===== src/sv/ssq_pkg.sv =====
// Shared constants, codes and controller/datapath interface types for the
// full-step stepper sequencer. No dependencies.
package ssq_pkg;

    localparam int PHASE_COUNT = 4;
    localparam int PHASE_W     = $clog2(PHASE_COUNT);

    localparam int DATA_W    = 32;
    localparam int PSC_W     = 16;
    localparam int REQ_W     = 2;
    localparam int CFG_IDX_W = 8;
    localparam int COIL_W    = 4;
    localparam int DIV_CNT_W = $clog2(DATA_W);

    localparam logic [REQ_W-1:0] REQ_DRIVE = 2'd0;
    localparam logic [REQ_W-1:0] REQ_STOP  = 2'd1;
    localparam logic [REQ_W-1:0] REQ_TICK  = 2'd2;

    localparam logic [CFG_IDX_W-1:0] CFG_TIMER_CLOCK = 8'd0;
    localparam logic [CFG_IDX_W-1:0] CFG_PRESCALER   = 8'd1;

    localparam logic [DATA_W-1:0] TIMER_CLOCK_RESET = 32'd16000000;

    localparam logic [COIL_W-1:0] STEP_PATTERNS [8] = '{
        4'hC, 4'h6, 4'h3, 4'h9, 4'hC, 4'h6, 4'h3, 4'h9
    };

    typedef struct packed {
        logic take_simple;   // finish a simple item now (tick, stop, unused code or rejected drive)
        logic load_drive;    // latch an accepted drive command
        logic div_start;     // launch the shared divider
        logic div_second;    // divider operands: quotient / step rate
        logic drive_done;    // commit the drive command
    } t_dp_cmd;

    typedef struct packed {
        logic drive_ok;      // offered item is a drive with nonzero count and rate
        logic div_done;
        logic out_blocked;   // output register holds a result that is stalled
    } t_dp_status;

endpackage


===== src/sv/ssq_div.sv =====
// Restoring unsigned divider, one quotient bit per cycle.
// Depends on ssq_pkg.
module ssq_div
    import ssq_pkg::*;
(
    input  logic              i_clk,
    input  logic              i_rst_n,
    input  logic              i_start,
    input  logic [DATA_W-1:0] i_dividend,
    input  logic [DATA_W-1:0] i_divisor,
    output logic              o_done,
    output logic [DATA_W-1:0] o_quotient
);

    logic                 r_busy, n_busy;
    logic                 r_done, n_done;
    logic [DIV_CNT_W-1:0] r_cnt, n_cnt;
    logic [DATA_W-1:0]    r_rem, n_rem;
    logic [DATA_W-1:0]    r_quo, n_quo;
    logic [DATA_W-1:0]    r_dvs, n_dvs;
    logic [DATA_W:0]      w_shift;
    logic [DATA_W:0]      w_diff;

    assign w_shift = {r_rem, r_quo[DATA_W-1]};
    assign w_diff  = w_shift - {1'b0, r_dvs};

    always_comb begin
        n_busy = r_busy;
        n_done = 1'b0;
        n_cnt  = r_cnt;
        n_rem  = r_rem;
        n_quo  = r_quo;
        n_dvs  = r_dvs;
        if (i_start) begin
            n_busy = 1'b1;
            n_cnt  = '0;
            n_rem  = '0;
            n_quo  = i_dividend;
            n_dvs  = i_divisor;
        end else if (r_busy) begin
            if (!w_diff[DATA_W]) begin
                n_rem = w_diff[DATA_W-1:0];
                n_quo = {r_quo[DATA_W-2:0], 1'b1};
            end else begin
                n_rem = w_shift[DATA_W-1:0];
                n_quo = {r_quo[DATA_W-2:0], 1'b0};
            end
            n_cnt = r_cnt + 1'b1;
            if (r_cnt == DIV_CNT_W'(DATA_W - 1)) begin
                n_busy = 1'b0;
                n_done = 1'b1;
            end
        end
    end

    always_ff @(posedge i_clk) begin
        if (!i_rst_n) begin
            r_busy <= 1'b0;
            r_done <= 1'b0;
            r_cnt  <= '0;
        end else begin
            r_busy <= n_busy;
            r_done <= n_done;
            r_cnt  <= n_cnt;
        end
        r_rem <= n_rem;
        r_quo <= n_quo;
        r_dvs <= n_dvs;
    end

    assign o_done     = r_done;
    assign o_quotient = r_quo;

endmodule


===== src/sv/ssq_dp.sv =====
// Datapath: configuration registers, motion state, tick counters, phase
// sequencing, divider operand selection and the output register.
// Depends on ssq_pkg and ssq_div.
module ssq_dp
    import ssq_pkg::*;
(
    input  logic                 i_clk,
    input  logic                 i_rst_n,
    input  t_dp_cmd              i_cmd,
    output t_dp_status           o_status,
    input  logic                 i_cfg_valid,
    input  logic [CFG_IDX_W-1:0] i_cfg_index,
    input  logic [DATA_W-1:0]    i_cfg_data,
    input  logic [REQ_W-1:0]     i_req_type,
    input  logic signed [31:0]   i_step_count,
    input  logic [31:0]          i_step_rate_hz,
    input  logic                 i_out_stall,
    output logic                 o_out_valid,
    output logic [COIL_W-1:0]    o_coil_pattern,
    output logic                 o_coils_changed,
    output logic                 o_status_bit,
    output logic                 o_running,
    output logic [DATA_W-1:0]    o_steps_left
);

    logic [DATA_W-1:0]  r_timer_clk;
    logic [PSC_W-1:0]   r_prescaler;
    logic [DATA_W-1:0]  r_count;
    logic [DATA_W-1:0]  r_rate;

    logic [DATA_W-1:0]  r_remaining, n_remaining;
    logic               r_backward, n_backward;
    logic [PHASE_W-1:0] r_phase, n_phase;
    logic               r_active, n_active;
    logic [DATA_W-1:0]  r_reload, n_reload;
    logic [PSC_W-1:0]   r_psc_cnt, n_psc_cnt;
    logic [DATA_W-1:0]  r_period, n_period;
    logic [COIL_W-1:0]  r_coil, n_coil;

    logic               r_out_valid, n_out_valid;
    logic [COIL_W-1:0]  r_out_coil;
    logic               r_out_changed;
    logic               r_out_rejected;
    logic               r_out_running;
    logic [DATA_W-1:0]  r_out_steps;

    logic               w_changed;
    logic               w_rejected;
    logic [PHASE_W-1:0] w_phase;
    logic               w_write_out;
    logic [DATA_W-1:0]  w_div_dividend;
    logic [DATA_W-1:0]  w_div_divisor;
    logic               w_div_done;
    logic [DATA_W-1:0]  w_quotient;

    // first pass: clock / (prescaler + 1); second pass: that / rate
    assign w_div_dividend = i_cmd.div_second ? w_quotient : r_timer_clk;
    assign w_div_divisor  = i_cmd.div_second ? r_rate
                                             : DATA_W'({1'b0, r_prescaler} + 17'd1);

    ssq_div u_div (
        .i_clk      (i_clk),
        .i_rst_n    (i_rst_n),
        .i_start    (i_cmd.div_start),
        .i_dividend (w_div_dividend),
        .i_divisor  (w_div_divisor),
        .o_done     (w_div_done),
        .o_quotient (w_quotient)
    );

    assign o_status.drive_ok    = (i_req_type == REQ_DRIVE) && (i_step_count != '0)
                                  && (i_step_rate_hz != '0);
    assign o_status.div_done    = w_div_done;
    assign o_status.out_blocked = r_out_valid && i_out_stall;

    assign w_phase = (32'(r_phase) >= PHASE_COUNT) ? '0 : r_phase;

    always_comb begin
        n_remaining = r_remaining;
        n_backward  = r_backward;
        n_phase     = r_phase;
        n_active    = r_active;
        n_reload    = r_reload;
        n_psc_cnt   = r_psc_cnt;
        n_period    = r_period;
        n_coil      = r_coil;
        w_changed   = 1'b0;
        w_rejected  = 1'b0;
        if (i_cmd.take_simple) begin
            case (i_req_type)
                REQ_DRIVE: begin
                    w_rejected = 1'b1;
                end
                REQ_STOP: begin
                    n_remaining = '0;
                    n_active    = 1'b0;
                end
                REQ_TICK: begin
                    if (r_active) begin
                        if (r_psc_cnt >= r_prescaler) begin
                            n_psc_cnt = '0;
                            if (r_period >= r_reload) begin
                                n_period = '0;
                                // step event: stop when nothing is left
                                if (r_remaining == '0) begin
                                    n_active = 1'b0;
                                end else begin
                                    n_coil = STEP_PATTERNS[3'(w_phase)];
                                    if (r_backward) begin
                                        n_phase = (w_phase == '0)
                                                  ? PHASE_W'(PHASE_COUNT - 1)
                                                  : w_phase - 1'b1;
                                    end else begin
                                        n_phase = (w_phase == PHASE_W'(PHASE_COUNT - 1))
                                                  ? '0 : w_phase + 1'b1;
                                    end
                                    n_remaining = r_remaining - 1'b1;
                                    w_changed   = 1'b1;
                                end
                            end else begin
                                n_period = r_period + 1'b1;
                            end
                        end else begin
                            n_psc_cnt = r_psc_cnt + 1'b1;
                        end
                    end
                end
                default: ;
            endcase
        end
        if (i_cmd.drive_done) begin
            n_backward  = r_count[DATA_W-1];
            n_remaining = r_count[DATA_W-1] ? DATA_W'(0) - r_count : r_count;
            n_reload    = (w_quotient == '0) ? '0 : w_quotient - 1'b1;
            n_psc_cnt   = '0;
            n_period    = '0;
            n_active    = 1'b1;
        end
    end

    assign w_write_out = i_cmd.take_simple || i_cmd.drive_done;
    assign n_out_valid = w_write_out ? 1'b1 : (r_out_valid && i_out_stall);

    always_ff @(posedge i_clk) begin
        if (!i_rst_n) begin
            r_timer_clk <= TIMER_CLOCK_RESET;
            r_prescaler <= '0;
            r_remaining <= '0;
            r_backward  <= 1'b0;
            r_phase     <= '0;
            r_active    <= 1'b0;
            r_reload    <= '0;
            r_psc_cnt   <= '0;
            r_period    <= '0;
            r_coil      <= '0;
            r_out_valid <= 1'b0;
        end else begin
            if (i_cfg_valid) begin
                unique case (i_cfg_index)
                    CFG_TIMER_CLOCK: r_timer_clk <= i_cfg_data;
                    CFG_PRESCALER:   r_prescaler <= i_cfg_data[PSC_W-1:0];
                    default: ;
                endcase
            end
            r_remaining <= n_remaining;
            r_backward  <= n_backward;
            r_phase     <= n_phase;
            r_active    <= n_active;
            r_reload    <= n_reload;
            r_psc_cnt   <= n_psc_cnt;
            r_period    <= n_period;
            r_coil      <= n_coil;
            r_out_valid <= n_out_valid;
        end
    end

    always_ff @(posedge i_clk) begin
        if (i_cmd.load_drive) begin
            r_count <= DATA_W'(i_step_count);
            r_rate  <= i_step_rate_hz;
        end
        if (w_write_out) begin
            r_out_coil     <= n_coil;
            r_out_changed  <= w_changed;
            r_out_rejected <= w_rejected;
            r_out_running  <= n_active;
            r_out_steps    <= n_remaining;
        end
    end

    assign o_out_valid     = r_out_valid;
    assign o_coil_pattern  = r_out_coil;
    assign o_coils_changed = r_out_changed;
    assign o_status_bit    = r_out_rejected;
    assign o_running       = r_out_running;
    assign o_steps_left    = r_out_steps;

endmodule


===== src/sv/ssq_ctrl.sv =====
// Controller: input handshake and sequencing of the two divider passes of
// a drive command. Depends on ssq_pkg.
module ssq_ctrl
    import ssq_pkg::*;
(
    input  logic       i_clk,
    input  logic       i_rst_n,
    input  logic       i_in_valid,
    input  t_dp_status i_status,
    output t_dp_cmd    o_cmd,
    output logic       o_in_stall
);

    localparam logic [1:0] ST_IDLE = 2'd0;
    localparam logic [1:0] ST_DIV1 = 2'd1;
    localparam logic [1:0] ST_DIV2 = 2'd2;

    logic [1:0] r_state, n_state;
    logic       w_take;

    assign o_in_stall = (r_state != ST_IDLE) || i_status.out_blocked;
    assign w_take     = i_in_valid && !o_in_stall;

    always_comb begin
        n_state = r_state;
        o_cmd   = '0;
        unique case (r_state)
            ST_IDLE: begin
                if (w_take) begin
                    if (i_status.drive_ok) begin
                        o_cmd.load_drive = 1'b1;
                        o_cmd.div_start  = 1'b1;
                        n_state          = ST_DIV1;
                    end else begin
                        o_cmd.take_simple = 1'b1;
                    end
                end
            end
            ST_DIV1: begin
                if (i_status.div_done) begin
                    o_cmd.div_start  = 1'b1;
                    o_cmd.div_second = 1'b1;
                    n_state          = ST_DIV2;
                end
            end
            ST_DIV2: begin
                if (i_status.div_done) begin
                    o_cmd.drive_done = 1'b1;
                    n_state          = ST_IDLE;
                end
            end
            default: begin
                n_state = ST_IDLE;
            end
        endcase
    end

    always_ff @(posedge i_clk) begin
        if (!i_rst_n) begin
            r_state <= ST_IDLE;
        end else begin
            r_state <= n_state;
        end
    end

endmodule


===== src/sv/stepper_full_step_sequencer.sv =====
// Two-phase full-step stepper sequencer, top level.
// Tick, stop, unused-code and rejected drive items: result registered on the accept edge.
// Accepted drive: the input is held while the shared bit-serial divider runs two passes, the
// second launched when the first is done; the commit then registers the result and frees the input.
// One item in flight; a stalled result in the output register holds the input.
// Reset (synchronous, active low): motion state cleared, clock 16 MHz, prescaler 0.
module stepper_full_step_sequencer
    import ssq_pkg::*;
(
    input  logic                 i_clk,
    input  logic                 i_rst_n,
    input  logic                 i_in_valid,
    output logic                 o_in_stall,
    input  logic [REQ_W-1:0]     i_req_type,
    input  logic signed [31:0]   i_step_count,
    input  logic [31:0]          i_step_rate_hz,
    output logic                 o_out_valid,
    input  logic                 i_out_stall,
    output logic [COIL_W-1:0]    o_coil_pattern,
    output logic                 o_coils_changed,
    output logic                 o_status,
    output logic                 o_running,
    output logic [DATA_W-1:0]    o_steps_left,
    input  logic                 i_cfg_valid,
    output logic                 o_cfg_ready,
    input  logic [CFG_IDX_W-1:0] i_cfg_index,
    input  logic [DATA_W-1:0]    i_cfg_data
);

    t_dp_cmd    w_cmd;
    t_dp_status w_status;

    assign o_cfg_ready = 1'b1;

    ssq_ctrl u_ctrl (
        .i_clk      (i_clk),
        .i_rst_n    (i_rst_n),
        .i_in_valid (i_in_valid),
        .i_status   (w_status),
        .o_cmd      (w_cmd),
        .o_in_stall (o_in_stall)
    );

    ssq_dp u_dp (
        .i_clk           (i_clk),
        .i_rst_n         (i_rst_n),
        .i_cmd           (w_cmd),
        .o_status        (w_status),
        .i_cfg_valid     (i_cfg_valid),
        .i_cfg_index     (i_cfg_index),
        .i_cfg_data      (i_cfg_data),
        .i_req_type      (i_req_type),
        .i_step_count    (i_step_count),
        .i_step_rate_hz  (i_step_rate_hz),
        .i_out_stall     (i_out_stall),
        .o_out_valid     (o_out_valid),
        .o_coil_pattern  (o_coil_pattern),
        .o_coils_changed (o_coils_changed),
        .o_status_bit    (o_status),
        .o_running       (o_running),
        .o_steps_left    (o_steps_left)
    );

    // a committed drive must show up in the output register
    a_drive_result: assert property (@(posedge i_clk) disable iff (!i_rst_n)
        w_cmd.drive_done |=> o_out_valid)
        else $error("drive commit did not produce a result");

    // hold the input while the divider works
    a_busy_stall: assert property (@(posedge i_clk) disable iff (!i_rst_n)
        w_cmd.load_drive |=> o_in_stall)
        else $error("input open during drive computation");

    // a step only happens while running
    a_step_running: assert property (@(posedge i_clk) disable iff (!i_rst_n)
        (o_out_valid && o_coils_changed) |-> o_running)
        else $error("coil change reported while stopped");

    // a rejected drive never steps
    a_reject_no_step: assert property (@(posedge i_clk) disable iff (!i_rst_n)
        (o_out_valid && o_status) |-> !o_coils_changed)
        else $error("rejected drive reported a step");

endmodule


===== config.mk =====
export PLATFORM = sky130hd
export DESIGN_NAME = stepper_full_step_sequencer
export DESIGN_NICKNAME = d
export VERILOG_FILES = /design/src/sv/ssq_pkg.sv /design/src/sv/ssq_div.sv /design/src/sv/ssq_dp.sv /design/src/sv/ssq_ctrl.sv /design/src/sv/stepper_full_step_sequencer.sv
export SDC_FILE = /design/constraint.sdc
export NUM_CORES = 1
export LEC_CHECK = 0
export BUFFER_PORTS_ARGS = -buffer_cell sky130_fd_sc_hd__clkbuf_2
export CORE_ASPECT_RATIO = 1.1
export CORE_MARGIN = 1.5
export CORE_UTILIZATION = 55
export DETAILED_ROUTE_END_ITERATION = 10
export PLACE_DENSITY_LB_ADDON = 0.05
export REMOVE_ABC_BUFFERS = 1
export SLEW_MARGIN = 20
export SYNTH_ARGS = -nofsm -noshare
export SYNTH_HDL_FRONTEND = slang
export SYNTH_HIERARCHICAL = 1
export SYNTH_SLANG_ARGS = --single-unit
export TNS_END_PERCENT = 1

===== constraint.sdc =====
create_clock -name i_clk -period 2.89 [get_ports i_clk]
set_clock_uncertainty 0.05 [all_clocks]
set_input_delay 0.4335 -clock i_clk [delete_from_list [all_inputs] [get_ports i_clk]]
set_output_delay 0.4335 -clock i_clk [all_outputs]
set_load 0.02 [all_outputs]

Word-level counts from Yosys, hierarchy flattened. Memories as Yosys holds them, arrays and structs flattened. Index checks and enable logic that the tools add are counted.

Register bits after elaboration: 377. Bits in latches: 0. Memory bits (writable): 0. ROM bits: 32. Input bits: 111. Output and inout port bits: 42. Word-level logic and storage cells: 138. Memories kept: 1.

Add/subtract/negate cells: 10. Multiply operators: 0. Divide/modulo/power cells: 0. $lt $le $gt $ge: 3. Eq/ne operators: 12. Shift operators: 0. Muxes and demuxes: 55. Bitwise gates (word level): 4. Reduce and logical (&&, ||, !) cells: 28.

Memories: (name not given) (words 8, bits a word 4, rd ports 1, clocked after memory_dff 0, write ports 0, RTL line ssq_dp.sv:108) `n_coil = STEP_PATTERNS[3'(w_phase)];`.

Operator list (count): $mux 32 (14); $logic_not 32->1 (2); $pmux 32 s2 (1); $reduce_bool 32->1 (2); $sub 32x1->32 const B (2); $sub 33x32->33 (1); $add 32x1->32 const B (1); $ge 32x32->1 (1); $mux 4 (8); $sub 1x32->32 const A (1); $mux 2 (10); $add 16x1->17 const B (1); $mux 1 (17); $add 16x1->16 const B (1); $ge 16x16->1 (1); $mux 16 (1); $eq 8x1->1 const B (1); $logic_not 8->1 (1); $ne 2x1->1 const B (4); $reduce_and 4->1 (2); $eq 2x2->1 const B (3); $logic_not 2->1 (3); $pmux 2 s3 (1); $reduce_and 2->1 (3); 20 further kinds (30).

Logic depth before layout (Yosys ltp). Gate-level depths: netlist of run 1.

Word-level depth: 10. Gate-level depth with buffers: 13. Gate-level depth less buffers: 12.

By module. Netlist of run 1, hierarchy kept.

Modules (own cells, without submodules): ssq_dp (instances 1, cells each 1471, area each 13741.9 um2, seq. area each 6476.2 um2); ssq_div (instances 1, cells each 579, area each 5936.9 um2, seq. area each 2702.6 um2); ssq_ctrl (instances 1, cells each 16, area each 130.1 um2, seq. area each 40.0 um2); stepper_full_step_sequencer (instances 1, cells each 2, area each 11.3 um2, seq. area each 0.0 um2).

Worst setup path before layout of run 1. Ideal clock, no wire load.

Kind: input to register. Start: input port i_req_type[0]. End: register u_dp.r_count[0], enable pin. Library setup time: 429 ps. Data arrival time: 2457 ps. Required time: 2411 ps. Slack: -47 ps. Cell stages on the path: 5. Path buffers: 0. Cell sequence: inv_1 ha_1 o21ai_0 nor2_1 and3_1.

RTL lines: from (decl) (RTL line stepper_full_step_sequencer.sv:14) `input logic [REQ_W-1:0] i_req_type,`; to (signal assigned) (RTL line ssq_dp.sv:179) `r_count <= DATA_W'(i_step_count);`; to (decl) (RTL line ssq_dp.sv:28) `logic [DATA_W-1:0] r_count;`.

Worst setup path after layout of run 1.
Start: register u_dp.r_remaining[9]. End: register u_dp.r_out_steps[27], in the netlist u_dp/o_steps_left[27] (data pin).

Longest elaborated chain between the ends: 8. Elaborated cells on any way between the ends: 9. Those cells by class: add/sub (1); mux (7); reduce/logical (1).

RTL lines: from (decl) (RTL line ssq_dp.sv:31) `logic [DATA_W-1:0] r_remaining, n_remaining;`; from (signal assigned) (RTL line ssq_dp.sv:165) `r_remaining <= n_remaining;`; $sub 32x1->32 or $logic_not 32->1 (tied branches) (RTL line ssq_dp.sv:117, ssq_dp.sv:105); $mux 32 (*) (RTL line ssq_dp.sv:105) `if (r_remaining == '0) begin`; $mux 32 (*) (RTL line ssq_dp.sv:102) `if (r_period >= r_reload) begin`; $mux 32 (*) (RTL line ssq_dp.sv:100) `if (r_psc_cnt >= r_prescaler) begin`; $mux 32 (*) (RTL line ssq_dp.sv:99) `if (r_active) begin`; $pmux 32 s2 (*) (RTL line ssq_dp.sv:90) `case (i_req_type)`; $mux 32 (*) (RTL line ssq_dp.sv:89) `if (i_cmd.take_simple) begin`; $mux 32 (*) (RTL line ssq_dp.sv:131) `if (i_cmd.drive_done) begin`; net u_dp.n_remaining[27] (RTL line ssq_dp.sv:31); to (signal assigned) (RTL line ssq_dp.sv:187) `r_out_steps <= n_remaining;`; to (decl) (RTL line ssq_dp.sv:45) `logic [DATA_W-1:0] r_out_steps;`.

Mark *: on every way through the listed nets, which the timed path passes. The rest lies on a longest branch. A chain may end at the register's enable or synchronous reset.

==> metrics.cfg, run 1 <==
[setup_path]
cp_slowest_stage_delay_ns=0.56
reg2reg_from=u_dp/r_remaining[9]
critPathLaunch=u_dp/r_remaining[9]
r2r-end=u_dp/o_steps_left[27]
crit_type=reg -> reg
end_kind=register
cp_max_fo=5
path_cells=or4_4, or4_4, buf_4, nor4_2, nand4_1, buf_6, nor3_2, xnor2_1, o21ai_0
arrival_ns=3.25
r2r_cells=9
rrSetupSlack_ns=-0.09
cp.required_ns=3.15
start_kind=register
critPathSlowestCell=or4_4
crit_top_cell=or4_4

[clock_tree]
cts_buffer_depth=3
cts-buffers-inserted=42
insertion_delay_ns=0.58
cts-root-buf=clkbuf_16
clk_pin_slew_ns=0.06
tritoncts=yes
h-tree-depth=2
clock_sinks=377

[timing]
worst_pin_slew_ns=0.692
hold_viol_final=0
fin_tns_setup_ns=-0.462
setup_viol=11
slew_headroom=0.538
rsz0062_at_grt=yes
slew_viol_final=0
period_share=1.03
post-route-min-period_ns=2.98
holdWs_ns=0.0172
fmax_mhz=335
setup_ws_ns=-0.0914

[logic_synthesis]
synthAdderAreaFrac=0.0591
synthMuxAreaShare=0.0492
syn_area_um2=19800
ys_ff_latch=377
yosysSeqAreaShare=0.465
ys_async_sr_fraction=0
synth_compound_area_frac=0.128
syn-instance-count=2068
synth_top_flop_cell=dfxtp_1
synth_area_per_cell_um2=9.58
synth_edf_count=167
synth_top_family_by_area=simple AND/OR/NAND/NOR gates
yosysWarnings=6
synth-simple-area-share=0.183
synth_xor_area_frac=0.0733
yosysUniqueCellTypes=83

[finish]
final_common_cell=nand2_1
final_cells=2943
final_core_util=0.709
num-nets-final=2632
layout_common_cells=279 x nand2_1, 206 x dfxtp_1, 195 x buf_4
fin_area_um2=25000
drive_above_1_share=0.260
syn2layout_area_growth_pct=26.3

[grt]
antenna_found_initial=6
overflow=0
track_usage=0.276
busiest_layer=met2
grt_pass1_vias=16300
met1_usage=0.333
grt_max_degree=82
grt_pass1_wl_um=81600
met3_usage=0.0454
use_met2=0.487

[placed_design]
port-buffer-count=151
dpl_worst_slack_ns=-0.682
gp_congestion=0.930
placed_cells=2816
dpl-instance-area_um2=22600
dp_hpwl_um=36300

[pwr]
seqPwrFrac=0.378
sw_frac_of_total=0.314
p_leak_nw=9.80
combPwrFrac=0.301
p_total_mw=16.3
ir_drop_mv=0.498
p_per_area_nw_per_um2=652
netSwitchingPower_mw=5.12
cell_internal_pwr_mw=11.2
p_clk_frac=0.321

[die]
io_pins=153
die_height_um=202
rows=72
die-area_um2=37200
start_util=0.561
fp.dieW_um=184
coreArea_um2=35300

[outcome]
failed_checks=setup timing
status=finished with violations

[route]
drt_iter0_drc=987
num_vias=16700
drt-pass1-iter-count=6
drt-wirelength-per-cell_um=17.6
drt_wl_total_um=51700
vias_per_cell=5.68
drcViolationCount=0
drtAntennaViolNets=0

[job]
maxCapViolCount=0

[hold_path]
min_to=u_dp/r_count[14]
hold_path.startpoint=i_step_count[14]
worstHoldPathType=in -> reg
worstHoldPathCells=1

## worst max-delay path by stage
stage                                       end  slack, ns
final                     u_dp/o_steps_left[27]      -0.09
after global routing      u_dp/o_steps_left[29]      -0.15
after CTS                  u_dp/u_div/r_rem[18]      -0.03
after detailed placement      u_dp/r_period[27]      -0.68
after global placement        u_dp/r_period[27]      -0.61
after floorplan                u_dp/r_period[0]      -1.47
## worst max-delay path, delay by kind of cell (launching register included)
family	cells	cell delay, ns
XOR/XNOR	1	0.16
flip-flops	1	0.36
AND/OR/NAND/NOR	5	1.70
AO/OA/AOI/OAI	1	0.10
buffers and inverters	2	0.36
## cells in the mapped netlist (all sizes together), types with 4 or more instances
| master | n | area (um^2) |
|---|---|---|
| a211o | 4 | 35.0 |
| a211oi | 9 | 77.6 |
| a21o | 17 | 128 |
| a21oi | 93 | 465 |
| a311oi | 20 | 275 |
| a31oi | 11 | 68.8 |
| and2 | 28 | 178 |
| and3 | 18 | 113 |
| and4 | 5 | 43.8 |
| buf | 19 | 123 |
| clkbuf | 73 | 274 |
| dfxtp | 210 | 4200 |
| edfxtp | 167 | 5010 |
| ha | 92 | 1150 |
| inv | 116 | 435 |
| mux2 | 67 | 766 |
| mux2i | 21 | 210 |
| nand2 | 279 | 1050 |
| nand2b | 14 | 87.6 |
| nand3 | 47 | 235 |
| nand4 | 35 | 219 |
| nor2 | 139 | 538 |
| nor2b | 7 | 43.8 |
| nor3 | 52 | 265 |
| nor3b | 4 | 30.0 |
| nor4 | 49 | 334 |
| o211ai | 7 | 52.6 |
| o21a | 9 | 67.6 |
| o21ai | 149 | 749 |
| o21bai | 7 | 63.8 |
| o22ai | 18 | 113 |
| o31ai | 14 | 110 |
| o41ai | 4 | 42.6 |
| or2 | 7 | 43.8 |
| or3 | 30 | 193 |
| or4 | 19 | 154 |
| xnor2 | 121 | 1060 |
| xor2 | 44 | 393 |
## timing repair
action | 4_1_cts | 5_1_grt
hold buffers | 36 | 0
gates resized for setup | 46 | 85
pin swaps | 17 | 43
setup endpoints to repair | 107 | 152
hold endpoints to repair | 36 | 0
buffers inserted | 4 | 8
cloned | 0 | 1
## layout make-up
cell class | instances | area [um^2]
Tap cell | 481 | 602
Clock inverter | 26 | 223
Sequential cell | 377 | 9230
Inverter | 116 | 435
Fill cell | 2732 | 10300
Antenna cell | 1 | 2.50
Timing Repair Buffer | 408 | 3030
Clock buffer | 51 | 1110
Multi-Input combinational cell | 1483 | 10400
## power by group through the flow
stage / Combinational, mW / Clock (mW) / Sequential (mW)
CTS: 4.60 / 5.34 / 6.16
floorplan: 2.68 / 0 / 6.25
global route: 5.36 / 5.55 / 6.21
finish: 4.92 / 5.24 / 6.17
detailed placement: 4.36 / 0 / 6.26
global placement: 4.29 / 0 / 6.25
## logic make-up (layout without fill, tap and decap cells)
kind of cell             count (synthesis)  after routing
AND/OR/NAND/NOR                        744            744
AO/OA/AOI/OAI                          392            392
flip-flops                             377            377
buffers and inverters                  208            601
XOR/XNOR                               165            165
adder cells (fa/ha/maj)                 93             93
multiplexers                            88             88
other                                    1              2
## per-layer routing
metal	wire length, um	up-vias
li1	-	8110
met1	21300	8022
met2	25700	450
met3	2720	120
met4	1950	10
met5	67	-
No activity file was read; power rests on OpenSTA's default activity.
==> run 2, diff against run 1 <==
- CELL_PAD_IN_SITES_DETAIL_PLACEMENT: default -> 1
- CELL_PAD_IN_SITES_GLOBAL_PLACEMENT: default -> 2
- CORE_ASPECT_RATIO: 1.1 -> default
- CORE_UTILIZATION: 55 -> 35
- SETUP_SLACK_MARGIN: default -> 0.3
==> run 2 against run 1 <==
Compared with the run above: the flow still finishes with violations (setup timing); sequential power is essentially flat; fmax grew 0.49%; sequential share of layout area shrank 2.5 points; critical endpoint is now u_dp/o_steps_left[22]; highest routed layer unchanged; largest power group unchanged; total power grew 9.1%; setup slack gained 0.015 ns; utilization shrank 23 points.
==> metrics.cfg, run 2 (synthesis results as in run 1) <==
[outcome]
status=finished with violations  ; unchanged
failed_checks=setup timing  ; unchanged

[placed_design]
gp_congestion=0.794  ; was 0.930
dpl_worst_slack_ns=-0.577  ; was -0.682 ns
port-buffer-count=151  ; unchanged
dp_hpwl_um=45300  ; was 36300 um
placed_cells=3187  ; was 2816

[clock_tree]
cts-root-buf=clkbuf_16  ; unchanged
insertion_delay_ns=0.58  ; about the same
h-tree-depth=2  ; unchanged
cts-buffers-inserted=46  ; was 42
tritoncts=yes  ; unchanged
clk_pin_slew_ns=0.06  ; about the same
clock_sinks=377  ; unchanged
cts_buffer_depth=3  ; unchanged

[die]
die-area_um2=58100  ; was 37200 um^2
die_height_um=241  ; was 202 um
start_util=0.353  ; was 0.561
rows=87  ; was 72
fp.dieW_um=241  ; was 184 um
io_pins=153  ; unchanged
coreArea_um2=56200  ; was 35300 um^2

[route]
drt_wl_total_um=63800  ; was 51700 um
drt_iter0_drc=430  ; was 987
drcViolationCount=0  ; unchanged
drtAntennaViolNets=0  ; unchanged
drt-wirelength-per-cell_um=19.1  ; was 17.6 um
drt-pass1-iter-count=5  ; was 6
vias_per_cell=5.11  ; was 5.68
num_vias=17000  ; was 16700

[grt]
overflow=0  ; unchanged
grt_pass1_vias=18200  ; was 16300
grt_pass1_wl_um=99800  ; was 81600 um
grt_max_degree=81  ; was 82
antenna_found_initial=10  ; was 6
track_usage=0.220  ; was 0.276

[pwr]
p_total_mw=17.8  ; was 16.3 mW
p_leak_nw=10.6  ; was 9.80 nW
netSwitchingPower_mw=5.66  ; was 5.12 mW
p_clk_frac=0.323  ; was 0.321
seqPwrFrac=0.347  ; was 0.378
combPwrFrac=0.331  ; was 0.301
cell_internal_pwr_mw=12.2  ; was 11.2 mW
p_per_area_nw_per_um2=663  ; was 652 nW/um^2
ir_drop_mv=0.508  ; was 0.498 mV
sw_frac_of_total=0.318  ; was 0.314

[timing]
setup_ws_ns=-0.0768  ; was -0.0914 ns
hold_viol_final=0  ; unchanged
post-route-min-period_ns=2.97  ; was 2.98 ns
slew_viol_final=0  ; unchanged
slew_headroom=0.493  ; was 0.538
setup_viol=17  ; was 11
rsz0062_at_grt=yes  ; unchanged
period_share=1.03  ; about the same
fmax_mhz=337  ; was 335 MHz
worst_pin_slew_ns=0.761  ; was 0.692 ns
holdWs_ns=0.0338  ; was 0.0172 ns

[finish]
multiInputGateArea_um2=10800  ; was 10400 um^2
final_common_cell=buf_4  ; was nand2_1
num-nets-final=2743  ; was 2632
layout_common_cells=295 x buf_4, 271 x nand2_1, 192 x dfxtp_1  ; was 279 x nand2_1, 206 x dfxtp_1, 195 x buf_4
drive_above_1_share=0.332  ; was 0.260
nFillCells=6352  ; was 2732
syn2layout_area_growth_pct=35.6  ; was 26.3%
final_core_util=0.479  ; was 0.709
regArea_um2=9240  ; was 9230 um^2
final_cells=3333  ; was 2943

[setup_path]
cp_max_fo=7  ; was 5
start_kind=register  ; unchanged
arrival_ns=3.24  ; was 3.25 ns
crit_type=reg -> reg  ; unchanged
end_kind=register  ; unchanged
cp.required_ns=3.16  ; was 3.15 ns

[hold_path]
worstHoldPathType=in -> reg  ; unchanged

[job]
maxCapViolCount=0  ; unchanged

[run 2: path summary, 6_finish.rpt]
path / slack, ns / cells after the start / to / start
setup / recovery: -0.08 / 12 / u_dp/o_steps_left[22] / u_dp/r_reload[25]
hold / removal: 0.03 / 3 / u_dp/r_timer_clk[5] / i_cfg_data[5]
setup reg to reg: -0.08 / 12 / u_dp/o_steps_left[22] / u_dp/r_reload[25]
hold reg to reg: 0.41 / 2 / u_dp/r_timer_clk[1] / u_dp/r_timer_clk[1]
[run 2: stage by stage]
stage / setup TNS, ns / area [um^2]
after detailed placement: -56.42 / 23600
after global placement: -49.78 / 23600
final: -0.538 / 26900
after global routing: -6.02 / 26900
after floorplan: -159.86 / 19400
after CTS: -1.11 / 26400
[run 2: timing repair]
action	4_1_cts	5_1_grt
hold buffers	37	0
hold endpoints to repair	37	0
buffers inserted	14	3
endpoints found under the setup margin	170	190
gates cloned	6	0
gates resized for setup	156	122
pin swaps	79	89
[run 2: power by group through the flow]
stage               clock network, mW  logic, mW  registers, mW
floorplan                           0       2.68           6.25
global placement                    0       4.73           6.25
detailed placement                  0       4.80           6.26
CTS                              5.95       5.86           6.17
global route                     6.11       6.45           6.21
finish                           5.75       5.90           6.18
[run 2: worst max-delay path, stage by stage (launching register included)]
cell and delay (ns):
dfxtp_2 0.34, inv_2 0.04, ha_4 0.26, nand4_1 0.18, or4_4 0.60, a31oi_1 0.17
buf_4 0.15, o21bai_4 0.09, buf_12 0.16, buf_16 0.14, nor4_4 0.28, xnor2_2 0.16
o21ai_1 0.09
[run 2: routing by layer]
layer  vias to the layer above  track usage  wire length [um]  part of all wire
li1                       8334            -                 -                 -
met1                      8363        0.275             28400              0.44
met2                       202        0.387             31200              0.49
met3                       110       0.0424              2490             0.039
met4                        20       0.0600              1570             0.025
met5                         -            0               127            0.0020
[run 2: layout make-up]
cell class,count,share of cell area
Antenna cell,2,0.000186
Clock buffer,69,0.0498
Clock inverter,15,0.00507
Inverter,116,0.0162
Multi-Input combinational cell,1483,0.403
Sequential cell,377,0.344
Tap cell,756,0.0352
Timing Repair Buffer,515,0.147
==> run 3, diff against run 2 <==
- ABC_AREA: default -> 1
- CORE_UTILIZATION: 35 -> 32
- SLEW_MARGIN: 20 -> default
==> run 3 against run 2 <==
Compared with the run above: the flow now finishes without violations; synthesized cell count rose by 46%; combinational power rose by 18%; die area rose by 21%; critical endpoint is now u_dp/o_coil_pattern[2].
==> metrics.cfg, run 3 <==
[placed_design]
dpl_worst_slack_ns=-0.626  ; was -0.577 ns
gp_congestion=0.853  ; was 0.794
port-buffer-count=151  ; unchanged
dpl-instance-area_um2=24900  ; was 23600 um^2
dp_hpwl_um=57500  ; was 45300 um
placed_cells=4133  ; was 3187

[die]
fp.dieW_um=265  ; was 241 um
start_util=0.325  ; was 0.353
die_height_um=265  ; was 241 um
io_pins=153  ; unchanged
die-area_um2=70300  ; was 58100 um^2
rows=95  ; was 87
coreArea_um2=67600  ; was 56200 um^2

[logic_synthesis]
syn-instance-count=3023  ; was 2068
synth_compound_area_frac=0.0891  ; was 0.128
synth_top_flop_cell=dfxtp_1  ; unchanged
ys_ff_latch=377  ; unchanged
yosysTopAreaCellShare=0.228  ; was 0.253
yosysMostFrequentCell=nand2_1  ; unchanged
yosys-top-cells-area=edfxtp_1 23%, dfxtp_1 19%, nand2_1 15%  ; was edfxtp_1 25%, dfxtp_1 21%, ha_1 5.8%
synth_xor_area_frac=0.0163  ; was 0.0733
yosysSeqAreaShare=0.419  ; was 0.465
synth-simple-area-share=0.323  ; was 0.183
yosysUniqueCellTypes=66  ; was 83
synthTopCellsByCount=872 x nand2_1, 455 x inv_1, 276 x nor2_1  ; was 279 x nand2_1, 210 x dfxtp_1, 167 x edfxtp_1
syn_area_um2=22000  ; was 19800 um^2
synthAdderAreaFrac=0.0532  ; was 0.0591
synth_top_family_by_area=simple AND/OR/NAND/NOR gates  ; unchanged
ys_async_sr_fraction=0  ; unchanged
synth_area_per_cell_um2=7.28  ; was 9.58 um^2
yosys.area.top_type=edfxtp_1  ; unchanged
synth_edf_count=167  ; unchanged
synthMuxAreaShare=0  ; was 0.0492
yosysWarnings=6  ; unchanged

[finish]
layout_common_cells=865 x nand2_1, 450 x inv_1, 264 x nor2_1  ; was 295 x buf_4, 271 x nand2_1, 192 x dfxtp_1
fin_area_um2=27200  ; was 26900 um^2
final_common_cell=nand2_1  ; was buf_4
syn2layout_area_growth_pct=23.9  ; was 35.6%
num-nets-final=3556  ; was 2743
final_core_util=0.403  ; was 0.479
antenna_cells=0  ; was 2
drive_above_1_share=0.172  ; was 0.332
final_cells=4263  ; was 3333
nFillCells=8320  ; was 6352

[route]
drt-pass1-iter-count=4  ; was 5
num_vias=20600  ; was 17000
drcViolationCount=0  ; unchanged
drtAntennaViolNets=0  ; unchanged
vias_per_cell=4.84  ; was 5.11
drt_wl_total_um=74700  ; was 63800 um
drt-wirelength-per-cell_um=17.5  ; was 19.1 um
drt_iter0_drc=818  ; was 430

[timing]
fin_tns_setup_ns=0  ; was -0.538 ns
slew_viol_final=0  ; unchanged
worst_pin_slew_ns=0.735  ; was 0.761 ns
hold_viol_final=0  ; unchanged
fmax_mhz=380  ; was 337 MHz
setup_ws_ns=0.261  ; was -0.0768 ns
holdWs_ns=0.0453  ; was 0.0338 ns
period_share=0.910  ; was 1.03
setup_viol=0  ; was 17
rsz0062_at_grt=yes  ; unchanged
post-route-min-period_ns=2.63  ; was 2.97 ns
slew_headroom=0.505  ; was 0.493

[setup_path]
reg2reg_from=u_dp/u_div/o_quotient[31]  ; was u_dp/r_reload[25]
cp.depth=18  ; was 12
arrival_ns=2.92  ; was 3.24 ns
start_kind=primary input  ; was register
endpoint=u_dp/o_coil_pattern[2]  ; was u_dp/o_steps_left[22]
cp_max_fo=7  ; unchanged
r2r_cells=17  ; was 12
path_cells=clkbuf_2, nor4_4, buf_4, nand4_1, buf_6, o221a_4, nor3b_4, nand3_4, inv_4, buf_4, nand2_4, inv_2, nand3_2, buf_4, inv_1, nand2_1, o21ai_1, inv_1  ; was inv_2, ha_4, nand4_1, or4_4, a31oi_1, buf_4, o21bai_4, buf_12, buf_16, nor4_4, xnor2_2, o21ai_1
critPathLaunch=i_step_rate_hz[13]  ; was u_dp/r_reload[25]
r2r-end=u_dp/u_div/o_quotient[0]  ; was u_dp/o_steps_left[22]
rrSetupSlack_ns=0.29  ; was -0.08 ns
crit_type=in -> reg  ; was reg -> reg
cp_num_buf_inv=9  ; was 4
cp.required_ns=3.18  ; was 3.16 ns
critPathSlowestCell=nor4_4  ; was or4_4
cp_slowest_stage_delay_ns=0.33  ; was 0.60 ns
cp_top_family=simple AND/OR/NAND/NOR gates  ; unchanged
end_kind=register  ; unchanged
crit_top_cell=buf_4

[hold_path]
worstHoldPathType=in -> reg  ; unchanged

[outcome]
status=completed  ; was finished with violations

[clock_tree]
insertion_delay_ns=0.62  ; was 0.58 ns
clk_pin_slew_ns=0.06  ; about the same
tritoncts=yes  ; unchanged
cts-buffers-inserted=47  ; was 46
cts-root-buf=clkbuf_16  ; unchanged
cts_buffer_depth=3  ; unchanged
clock_sinks=377  ; unchanged
h-tree-depth=2  ; unchanged

[grt]
grt_pass1_wl_um=118000  ; was 99800 um
grt_pass1_vias=21700  ; was 18200
overflow=0  ; unchanged
track_usage=0.213  ; was 0.220
grt_max_degree=84  ; was 81
antenna_found_initial=5  ; was 10

[pwr]
p_leak_nw=12.6  ; was 10.6 nW
ir_drop_mv=0.867  ; was 0.508 mV
p_total_mw=19.4  ; was 17.8 mW
p_per_area_nw_per_um2=712  ; was 663 nW/um^2

[job]
maxCapViolCount=0  ; unchanged

-- run 3: where the power goes --
| group | leakage, nW | internal [mW] | switching, mW |
|---|---|---|---|
| clock | 0.771 | 3.74 | 2.49 |
| combinational | 8.58 | 2.59 | 4.37 |
| sequential | 3.30 | 5.92 | 0.284 |
-- run 3: how the worst min path moves through the flow --
stage / startpoint / end / slack (ns) / cells past startpoint
6_report: i_step_count[25] / u_dp/r_count[25] / 0.05 / 2
2_1_floorplan: u_dp/u_div/r_cnt[4] / u_dp/u_div/r_cnt[4] / 0.39 / 2
3_5_place_dp: u_dp/r_timer_clk[23] / u_dp/r_timer_clk[23] / 0.41 / 2
5_1_grt: i_step_count[28] / u_dp/r_count[28] / 0.03 / 2
3_3_place_gp: u_dp/r_timer_clk[23] / u_dp/r_timer_clk[23] / 0.40 / 2
4_1_cts: i_step_count[28] / u_dp/r_count[28] / 0.004 / 2
-- run 3: timing repair --
action | CTS | global route
pin swaps | 4 | 23
endpoints found under the setup margin | 154 | 166
resized for setup | 21 | 57
setup buffers | 5 | 13
hold buffers | 23 | 0
cloned | 1 | 1
hold endpoints to repair | 23 | 0
-- run 3: cells by family (layout without fill, tap and decap cells) --
group           Yosys count  after routing
compound gates          360            360
fa+ha+maj                93             93
xor+xnor                 41             41
flops                   377            377
simple gates           1595           1595
other cells               1              1
buf+inv                 556            923
-- run 3: area by class of cell --
cell class	count	area [um^2]	share of cell area
clock buffers	64	1280	0.0470
multi-input cells	2090	10900	0.400
flip-flops and latches	377	9230	0.339
clock inverters	23	322	0.0118
inverters	477	1800	0.0661
repair buffers	359	2630	0.0964
well taps	873	1090	0.0401
-- run 3: layer usage --
layer / global-route usage / wire [um] / up-vias
met4: 0.0650 / 2050 / 4
met1: 0.265 / 34000 / 9889
met3: 0.0269 / 2090 / 100
met5: 0 / 27 / -
met2: 0.380 / 36600 / 224
li1: - / - / 10400
-- run 3: worst reg2reg max path, cell delays in order (launching register included) --
cell,delay (ns)
edfxtp_1,0.36
buf_6,0.14
inv_1,0.06
ha_2,0.21
fa_2,0.40
inv_2,0.07
nand2_1,0.05
nand2_2,0.10
nand3_2,0.09
nand2_2,0.09
nand2_1,0.06
nand2_2,0.08
nand2_4,0.07
nand2_4,0.08
nand2_4,0.07
nand2_8,0.13
buf_12,0.15
o21ai_0,0.09
